===== src/sv/bdis_pkg.sv =====
package bdis_pkg;

  localparam int unsigned MaxInterval = 120;
  localparam int unsigned HourClamp   = 18;
  localparam int unsigned SecPerMin   = 60;
  localparam int unsigned SecPerHour  = 3600;

  localparam logic [7:0] DebounceReset = 8'd20;

  localparam int unsigned NumButtons = 7;

  // served button codes: bit index plus one
  localparam logic [2:0] BtnNone    = 3'd0;
  localparam logic [2:0] BtnUp      = 3'd2;
  localparam logic [2:0] BtnReset   = 3'd3;
  localparam logic [2:0] BtnDown    = 3'd4;
  localparam logic [2:0] BtnParam   = 3'd5;
  localparam logic [2:0] BtnRunStop = 3'd7;

  localparam logic [1:0] UnitSec  = 2'd0;
  localparam logic [1:0] UnitMin  = 2'd1;
  localparam logic [1:0] UnitHour = 2'd2;

  typedef struct packed {
    logic [6:0]  count;
    logic [1:0]  unit;
    logic        halt;
    logic [15:0] secs;
  } bdis_setting_t;

  // highest pressed button as bit index plus one, 0 if none
  function automatic logic [2:0] highest_pressed(input logic [NumButtons-1:0] low_bits);
    logic [2:0] code;
    code = BtnNone;
    for (int i = 0; i < NumButtons; i++) begin
      if (low_bits[i]) begin
        code = 3'(i + 1);
      end
    end
    return code;
  endfunction

endpackage


===== src/sv/bdis_serve.sv =====
module bdis_serve (
  input  bdis_pkg::bdis_setting_t cur,
  input  logic [2:0]              button,
  output bdis_pkg::bdis_setting_t upd,
  output logic                    recalc
);

  logic [6:0] cnt;
  logic [1:0] unit;

  always_comb begin
    cnt  = cur.count;
    unit = cur.unit;
    upd  = cur;

    if (button == bdis_pkg::BtnUp && cnt < 7'(bdis_pkg::MaxInterval)) begin
      cnt = cnt + 7'd1;
    end
    if (button == bdis_pkg::BtnDown && cnt > 7'd1) begin
      cnt = cnt - 7'd1;
    end
    if (button == bdis_pkg::BtnParam) begin
      unit = (cur.unit == bdis_pkg::UnitSec) ? bdis_pkg::UnitMin :
             (cur.unit == bdis_pkg::UnitMin) ? bdis_pkg::UnitHour : bdis_pkg::UnitSec;
    end
    if (button == bdis_pkg::BtnRunStop) begin
      upd.halt = ~cur.halt;
    end

    recalc = (button == bdis_pkg::BtnUp) || (button == bdis_pkg::BtnDown) ||
             (button == bdis_pkg::BtnParam) || (button == bdis_pkg::BtnReset);

    if (recalc) begin
      case (unit)
        bdis_pkg::UnitSec: upd.secs = {9'd0, cnt};
        bdis_pkg::UnitMin: upd.secs = 16'({9'd0, cnt} * 16'(bdis_pkg::SecPerMin));
        default: begin
          if (cnt > 7'(bdis_pkg::HourClamp)) begin
            cnt = 7'(bdis_pkg::HourClamp);
          end
          upd.secs = 16'({9'd0, cnt} * 16'(bdis_pkg::SecPerHour));
        end
      endcase
    end

    upd.count = cnt;
    upd.unit  = unit;
  end

endmodule


===== src/sv/button_debounce_interval_setter.sv =====
// Button debounce and interval setter.
// s_axis: one beat per millisecond tick, tdata[6:0] = active-low levels of the
//   seven buttons (display, up, reset, down, param, inject, run/stop).
// m_axis: one result beat per input beat, in order.
// cfg: debounce_ticks write, always ready; write only while idle (unenforced).
// A beat accepted on s_axis appears on m_axis in the next cycle, from the
// result register. Throughput is one beat per cycle while the receiver does
// not stall; the result register refills in the same cycle it is drained.
// When the receiver stalls, the result beat holds and s_axis_tready drops
// until it is taken.
// Reset: interval 1, unit seconds, 1 second, not stopped, detector idle,
// debounce_ticks 20, no result pending.
module button_debounce_interval_setter (
  input  logic        clk,
  input  logic        rst,
  input  logic        s_axis_tvalid,
  output logic        s_axis_tready,
  input  logic [7:0]  s_axis_tdata,  // [6:0] button_levels_n, [7] zero
  output logic        m_axis_tvalid,
  input  logic        m_axis_tready,
  output logic [31:0] m_axis_tdata,  // [6:0] interval_value, [8:7] time_unit,
                                     // [24:9] interval_seconds, [25] stopped,
                                     // [26] restart_count, [27] clear_display,
                                     // [30:28] served_button, [31] zero
  input  logic        cfg_valid,
  output logic        cfg_ready,
  input  logic [7:0]  cfg_data
);

  typedef enum logic [1:0] {
    PH_WAIT,
    PH_PRESS,
    PH_RELEASE,
    PH_DONE
  } phase_t;

  phase_t                  phase, phase_next;
  logic [2:0]              pending, pending_next;
  logic [7:0]              left, left_next;
  logic [7:0]              ticks;
  bdis_pkg::bdis_setting_t setting, setting_upd, setting_next;
  logic                    recalc;
  logic [6:0]              pressed;
  logic                    serve;
  logic                    restart;
  logic                    accept;

  assign cfg_ready     = 1'b1;
  assign s_axis_tready = ~m_axis_tvalid | m_axis_tready;
  assign accept        = s_axis_tvalid & s_axis_tready;
  assign pressed       = ~s_axis_tdata[6:0];

  always_comb begin
    phase_next   = phase;
    pending_next = pending;
    left_next    = (left == 8'd0) ? 8'd0 : left - 8'd1;
    unique case (phase)
      PH_WAIT: begin
        if (pressed != 7'd0) begin
          phase_next   = PH_PRESS;
          pending_next = bdis_pkg::highest_pressed(pressed);
          left_next    = ticks;
        end
      end
      PH_PRESS: begin
        if (left_next == 8'd0) begin
          if (pressed != 7'd0) begin
            phase_next = PH_RELEASE;
          end else begin
            phase_next   = PH_WAIT;
            pending_next = bdis_pkg::BtnNone;
          end
        end
      end
      PH_RELEASE: begin
        if (left_next == 8'd0 && pressed == 7'd0) begin
          phase_next = PH_DONE;
          left_next  = ticks;
        end
      end
      PH_DONE: begin
      end
    endcase
  end

  assign serve = (phase_next == PH_DONE) && (left_next == 8'd0);

  bdis_serve u_serve (
    .cur    (setting),
    .button (pending_next),
    .upd    (setting_upd),
    .recalc (recalc)
  );

  assign setting_next = serve ? setting_upd : setting;
  assign restart      = (serve & recalc) | setting_next.halt;

  always_ff @(posedge clk) begin
    if (rst) begin
      phase         <= PH_WAIT;
      pending       <= bdis_pkg::BtnNone;
      left          <= 8'd0;
      ticks         <= bdis_pkg::DebounceReset;
      setting.count <= 7'd1;
      setting.unit  <= bdis_pkg::UnitSec;
      setting.halt  <= 1'b0;
      setting.secs  <= 16'd1;
      m_axis_tvalid <= 1'b0;
    end else begin
      if (cfg_valid && cfg_ready) begin
        ticks <= cfg_data;
      end
      if (accept) begin
        setting <= setting_next;
        if (serve) begin
          phase   <= PH_WAIT;
          pending <= bdis_pkg::BtnNone;
          left    <= 8'd0;
        end else begin
          phase   <= phase_next;
          pending <= pending_next;
          left    <= left_next;
        end
        m_axis_tvalid <= 1'b1;
        m_axis_tdata  <= {1'b0,
                          serve ? pending_next : bdis_pkg::BtnNone,
                          serve,
                          restart,
                          setting_next.halt,
                          setting_next.secs,
                          setting_next.unit,
                          setting_next.count};
      end else if (m_axis_tready) begin
        m_axis_tvalid <= 1'b0;
      end
    end
  end

endmodule


===== config.mk =====
export PLATFORM = sky130hd
export DESIGN_NAME = button_debounce_interval_setter
export DESIGN_NICKNAME = d
export VERILOG_FILES = /design/src/sv/bdis_pkg.sv /design/src/sv/bdis_serve.sv /design/src/sv/button_debounce_interval_setter.sv
export SDC_FILE = /design/constraint.sdc
export NUM_CORES = 1
export LEC_CHECK = 0
export BUFFER_PORTS_ARGS = -buffer_cell sky130_fd_sc_hd__buf_2
export CAP_MARGIN = 20
export CORE_MARGIN = 2
export CORE_UTILIZATION = 50
export CTS_CLUSTER_SIZE = 20
export DETAILED_ROUTE_END_ITERATION = 12
export PLACE_DENSITY = 0.69
export SYNTH_ARGS = -nofsm -noshare
export SYNTH_HDL_FRONTEND = slang
export SYNTH_HIERARCHICAL = 1
export SYNTH_SLANG_ARGS = --single-unit
export TNS_END_PERCENT = 5

===== constraint.sdc =====
create_clock -name clk -period 15.6 [get_ports clk]
set_input_delay 2.34 -clock clk [delete_from_list [all_inputs] [get_ports clk]]
set_output_delay 2.34 -clock clk [all_outputs]
set_load 0.05 [all_outputs]

==> results.py <==
metrics = {
    "outcome": {
        "outcome": "finished, final reports clean",
    },
    "die": {
        "design.core.area_mm2": 0.0122,
        "die_y_um": 116,
        "dieWidth_um": 116,
        "die-area_mm2": 0.0135,
        "ios": 56,
        "start_util_pct": 51.8,
        "fp-row-count": 40,
    },
    "cells_and_area": {
        "post_route_cells_drive_above_1_share_pct": 19.8,
        "layout_common_cells": "nor2_1, a21oi_1, buf_2, dfxtp_1, ha_1",
        "area_growth_pct": 9.74,
        "filler_cell_count": 1068,
        "diodes": 0,
        "final_nets": 787,
    },
    "routing": {
        "vias_per_cell": 5.92,
        "wire_per_inst_um": 17.2,
        "routed_wl_um": 15200,
        "ant_nets": 0,
        "route.detailed.drc": 0,
        "drt_iter0_markers": 405,
        "dr.pass1.iters": 5,
        "vias": 5237,
    },
    "setup_path": {
        "critPathArrivalTime_ps": 11120,
        "start_kind": "input pin",
        "cp_num_buf_inv": 4,
        "path_common_cell": "ha_1",
        "end_kind": "register",
        "crit_slowest_cell": "xnor2_1",
        "path_delay_family": "simple AND/OR/NAND/NOR gates",
        "path_max_fanout": 8,
        "cp.required_ps": 15680,
        "max_stage_delay_ps": 810,
        "crit_type": "input pin to register",
    },
    "synthesis": {
        "synth_seq_cells": 79,
        "async_reset_ff_share_pct": 0,
        "synth_ff_type": "dfxtp_1",
        "syn-num-nets": 760,
        "ys_warn_count": 6,
        "syn_area_mm2": 0.00629,
        "synth_edf_count": 31,
        "synth_area_per_cell_um2": 9.19,
        "ys_types": 91,
        "synth-seq-area-share_pct": 30.1,
        "synthCells": 685,
    },
    "flow_run": {
        "cap_violations": 0,
    },
    "power_and_ir_drop": {
        "fin_total_pwr_w": 0.000682,
        "power_frac_seq_pct": 34.0,
        "p_comb_share_pct": 31.3,
        "clockPowerShare_pct": 34.7,
        "powerDensity_mw_per_mm2": 98.8,
        "power.leakage_nw": 2.85,
        "intPower_w": 0.000455,
        "ir_drop_uv": 70.2,
        "p_sw_w": 0.000228,
        "switching_share_pct": 33.4,
    },
    "sta": {
        "skew_ps": 5.43,
        "tightest_slew_ps": 1030,
        "setup_tns_ps": 0,
        "fmax_mhz": 90.6,
        "slew_headroom_pct": 30.7,
        "final-hold-violation-count": 0,
        "rsz0062_at_grt": "false",
        "finalCritPeriodShare_pct": 70.7,
        "maxSlewViolCount": 0,
        "min_period_ps": 11040,
        "setup_ws_ps": 4560,
        "setup_viol": 0,
    },
    "global_route": {
        "grt_max_degree": 51,
        "antenna_found_initial": 0,
        "grt_remaining_overflow": 0,
        "grt_use_total_pct": 23.3,
        "grt_pass1_vias": 5088,
        "grt_pass1_wl_um": 25100,
    },
    "clock_tree": {
        "postCtsSetupBuffers": 0,
        "holdBufCountCts": 0,
        "cts_tree": "done",
        "clockRootBuffer": "clkbuf_16",
        "cts_made_buffers": 9,
        "worst_skew_pair.late_latency_ps": 340,
        "cts_resized": 0,
        "clk_pin_slew_ps": 60,
        "clockBufferDepth": 2,
        "htreeDepth": 3,
        "clock_sinks": 79,
    },
    "place": {
        "pre_cts_slack_ps": 4410,
        "place_congestion": 0.896,
        "dp_hpwl_um": 10500,
        "io_buffers": 52,
    },
    "hold_path": {
        "min_path_type": "register to register",
    },
}
-- routing by layer --
layer,vias to the layer above,track usage [%],share of wire [%]
met5,-,0,0
met4,0,6.11,1.1
met3,13,4.36,4.9
met2,168,39.3,47
met1,2488,30.8,47
li1,2568,-,-
-- worst register-to-register path, delay by kind of cell (launching register included) --
family | cells | cell delay [ps]
AO/OA/AOI/OAI | 7 | 1410
XOR/XNOR | 2 | 1170
adder cells (fa/ha/maj) | 7 | 2290
buffers and inverters | 2 | 90
flip-flops | 1 | 420
multiplexers | 2 | 640
AND/OR/NAND/NOR | 14 | 3540
-- flip-flops by register name (all words and copies together) (netlist names) --
register and cells:
m_axis_tdata 31, setting 26, left 8, ticks 8, pending 3, phase 2
m_axis_tvalid 1
-- cells in the mapped netlist, types with 4 or more instances --
| cell type | instances | area (µm²) |
|---|---|---|
| o31a_1 | 4 | 35.0 |
| o31ai_1 | 28 | 210 |
| and2_1 | 8 | 50.1 |
| fa_1 | 8 | 160 |
| mux2_2 | 7 | 78.8 |
| ha_1 | 46 | 576 |
| nand2b_1 | 7 | 43.8 |
| mux2i_1 | 11 | 110 |
| buf_4 | 5 | 37.5 |
| dfxtp_1 | 48 | 961 |
| xnor2_1 | 20 | 175 |
| mux2_1 | 5 | 56.3 |
| xor2_1 | 6 | 52.6 |
| o21ai_0 | 29 | 145 |
| edfxtp_1 | 31 | 931 |
| a21oi_1 | 52 | 260 |
| nand3_1 | 8 | 40.0 |
| buf_6 | 7 | 78.8 |
| nor3b_1 | 5 | 37.5 |
| clkbuf_1 | 15 | 56.3 |
| nor3_1 | 11 | 55.1 |
| o21a_1 | 4 | 30.0 |
| buf_2 | 13 | 65.1 |
| o22ai_1 | 5 | 31.3 |
| nor2_1 | 53 | 199 |
| a31oi_1 | 6 | 37.5 |
| mux2_4 | 22 | 330 |
| nor4_1 | 6 | 37.5 |
| a211oi_1 | 6 | 45.0 |
| nand4_1 | 30 | 188 |
| nand2_1 | 41 | 154 |
| a21o_1 | 4 | 30.0 |
| inv_1 | 43 | 161 |
| nor2b_1 | 5 | 31.3 |
-- final cells by class --
class,instances,area [µm²],area share (%)
well taps,168,210,3.04
multi-input cells,515,3980,57.5
repair buffers,60,320,4.64
inverters,47,176,2.55
clock buffers,12,236,3.42
clock inverters,4,97.6,1.41
flip-flops and latches,79,1890,27.4
-- power groups by stage --
| stage | clock, W | combinational (W) | sequential (W) |
|---|---|---|---|
| floorplan | 0 | 0.000162 | 0.000239 |
| global placement | 0 | 0.000204 | 0.000236 |
| detailed placement | 0 | 0.000210 | 0.000236 |
| CTS | 0.000240 | 0.000211 | 0.000232 |
| global route | 0.000247 | 0.000237 | 0.000233 |
| finish | 0.000237 | 0.000213 | 0.000232 |
-- worst paths after layout --
check | start | endpoint | slack, ps | cells after the start
max | s_axis_tdata[4] | m_axis_tdata[24] | 4560 | 34
min | setting[6] | setting[6] | 490 | 2
max reg2reg | left[2] | m_axis_tdata[24] | 5750 | 34
min reg2reg | setting[6] | setting[6] | 490 | 2
-- through the flow --
step                instances  util (%)  cell area, µm²  hold slack [ps]
floorplan                 685         -            6290              457
global placement          869      54.1            6570              465
detailed placement        869      54.1            6570              480
CTS                       885      56.8            6910              488
global route              885      56.8            6910              515
finish                    885      56.8            6910              489
-- cell families (layout without fill, tap and decap cells) --
family                     count (synthesis)  in the layout  synth area share (%)
AOI/OAI and AO/OA                        180            180                  19.7
xor gates and xnor gates                  28             28                  4.13
adders and majority gates                 54             54                  11.7
buffers and inverters                     91            123                  6.84
DFF                                       79             79                  30.1
muxes                                     46             46                  9.36
other                                      3              3                 0.179
and+or+nand+nor                          204            204                  18.0
No activity file was read; power rests on OpenSTA's default activity.
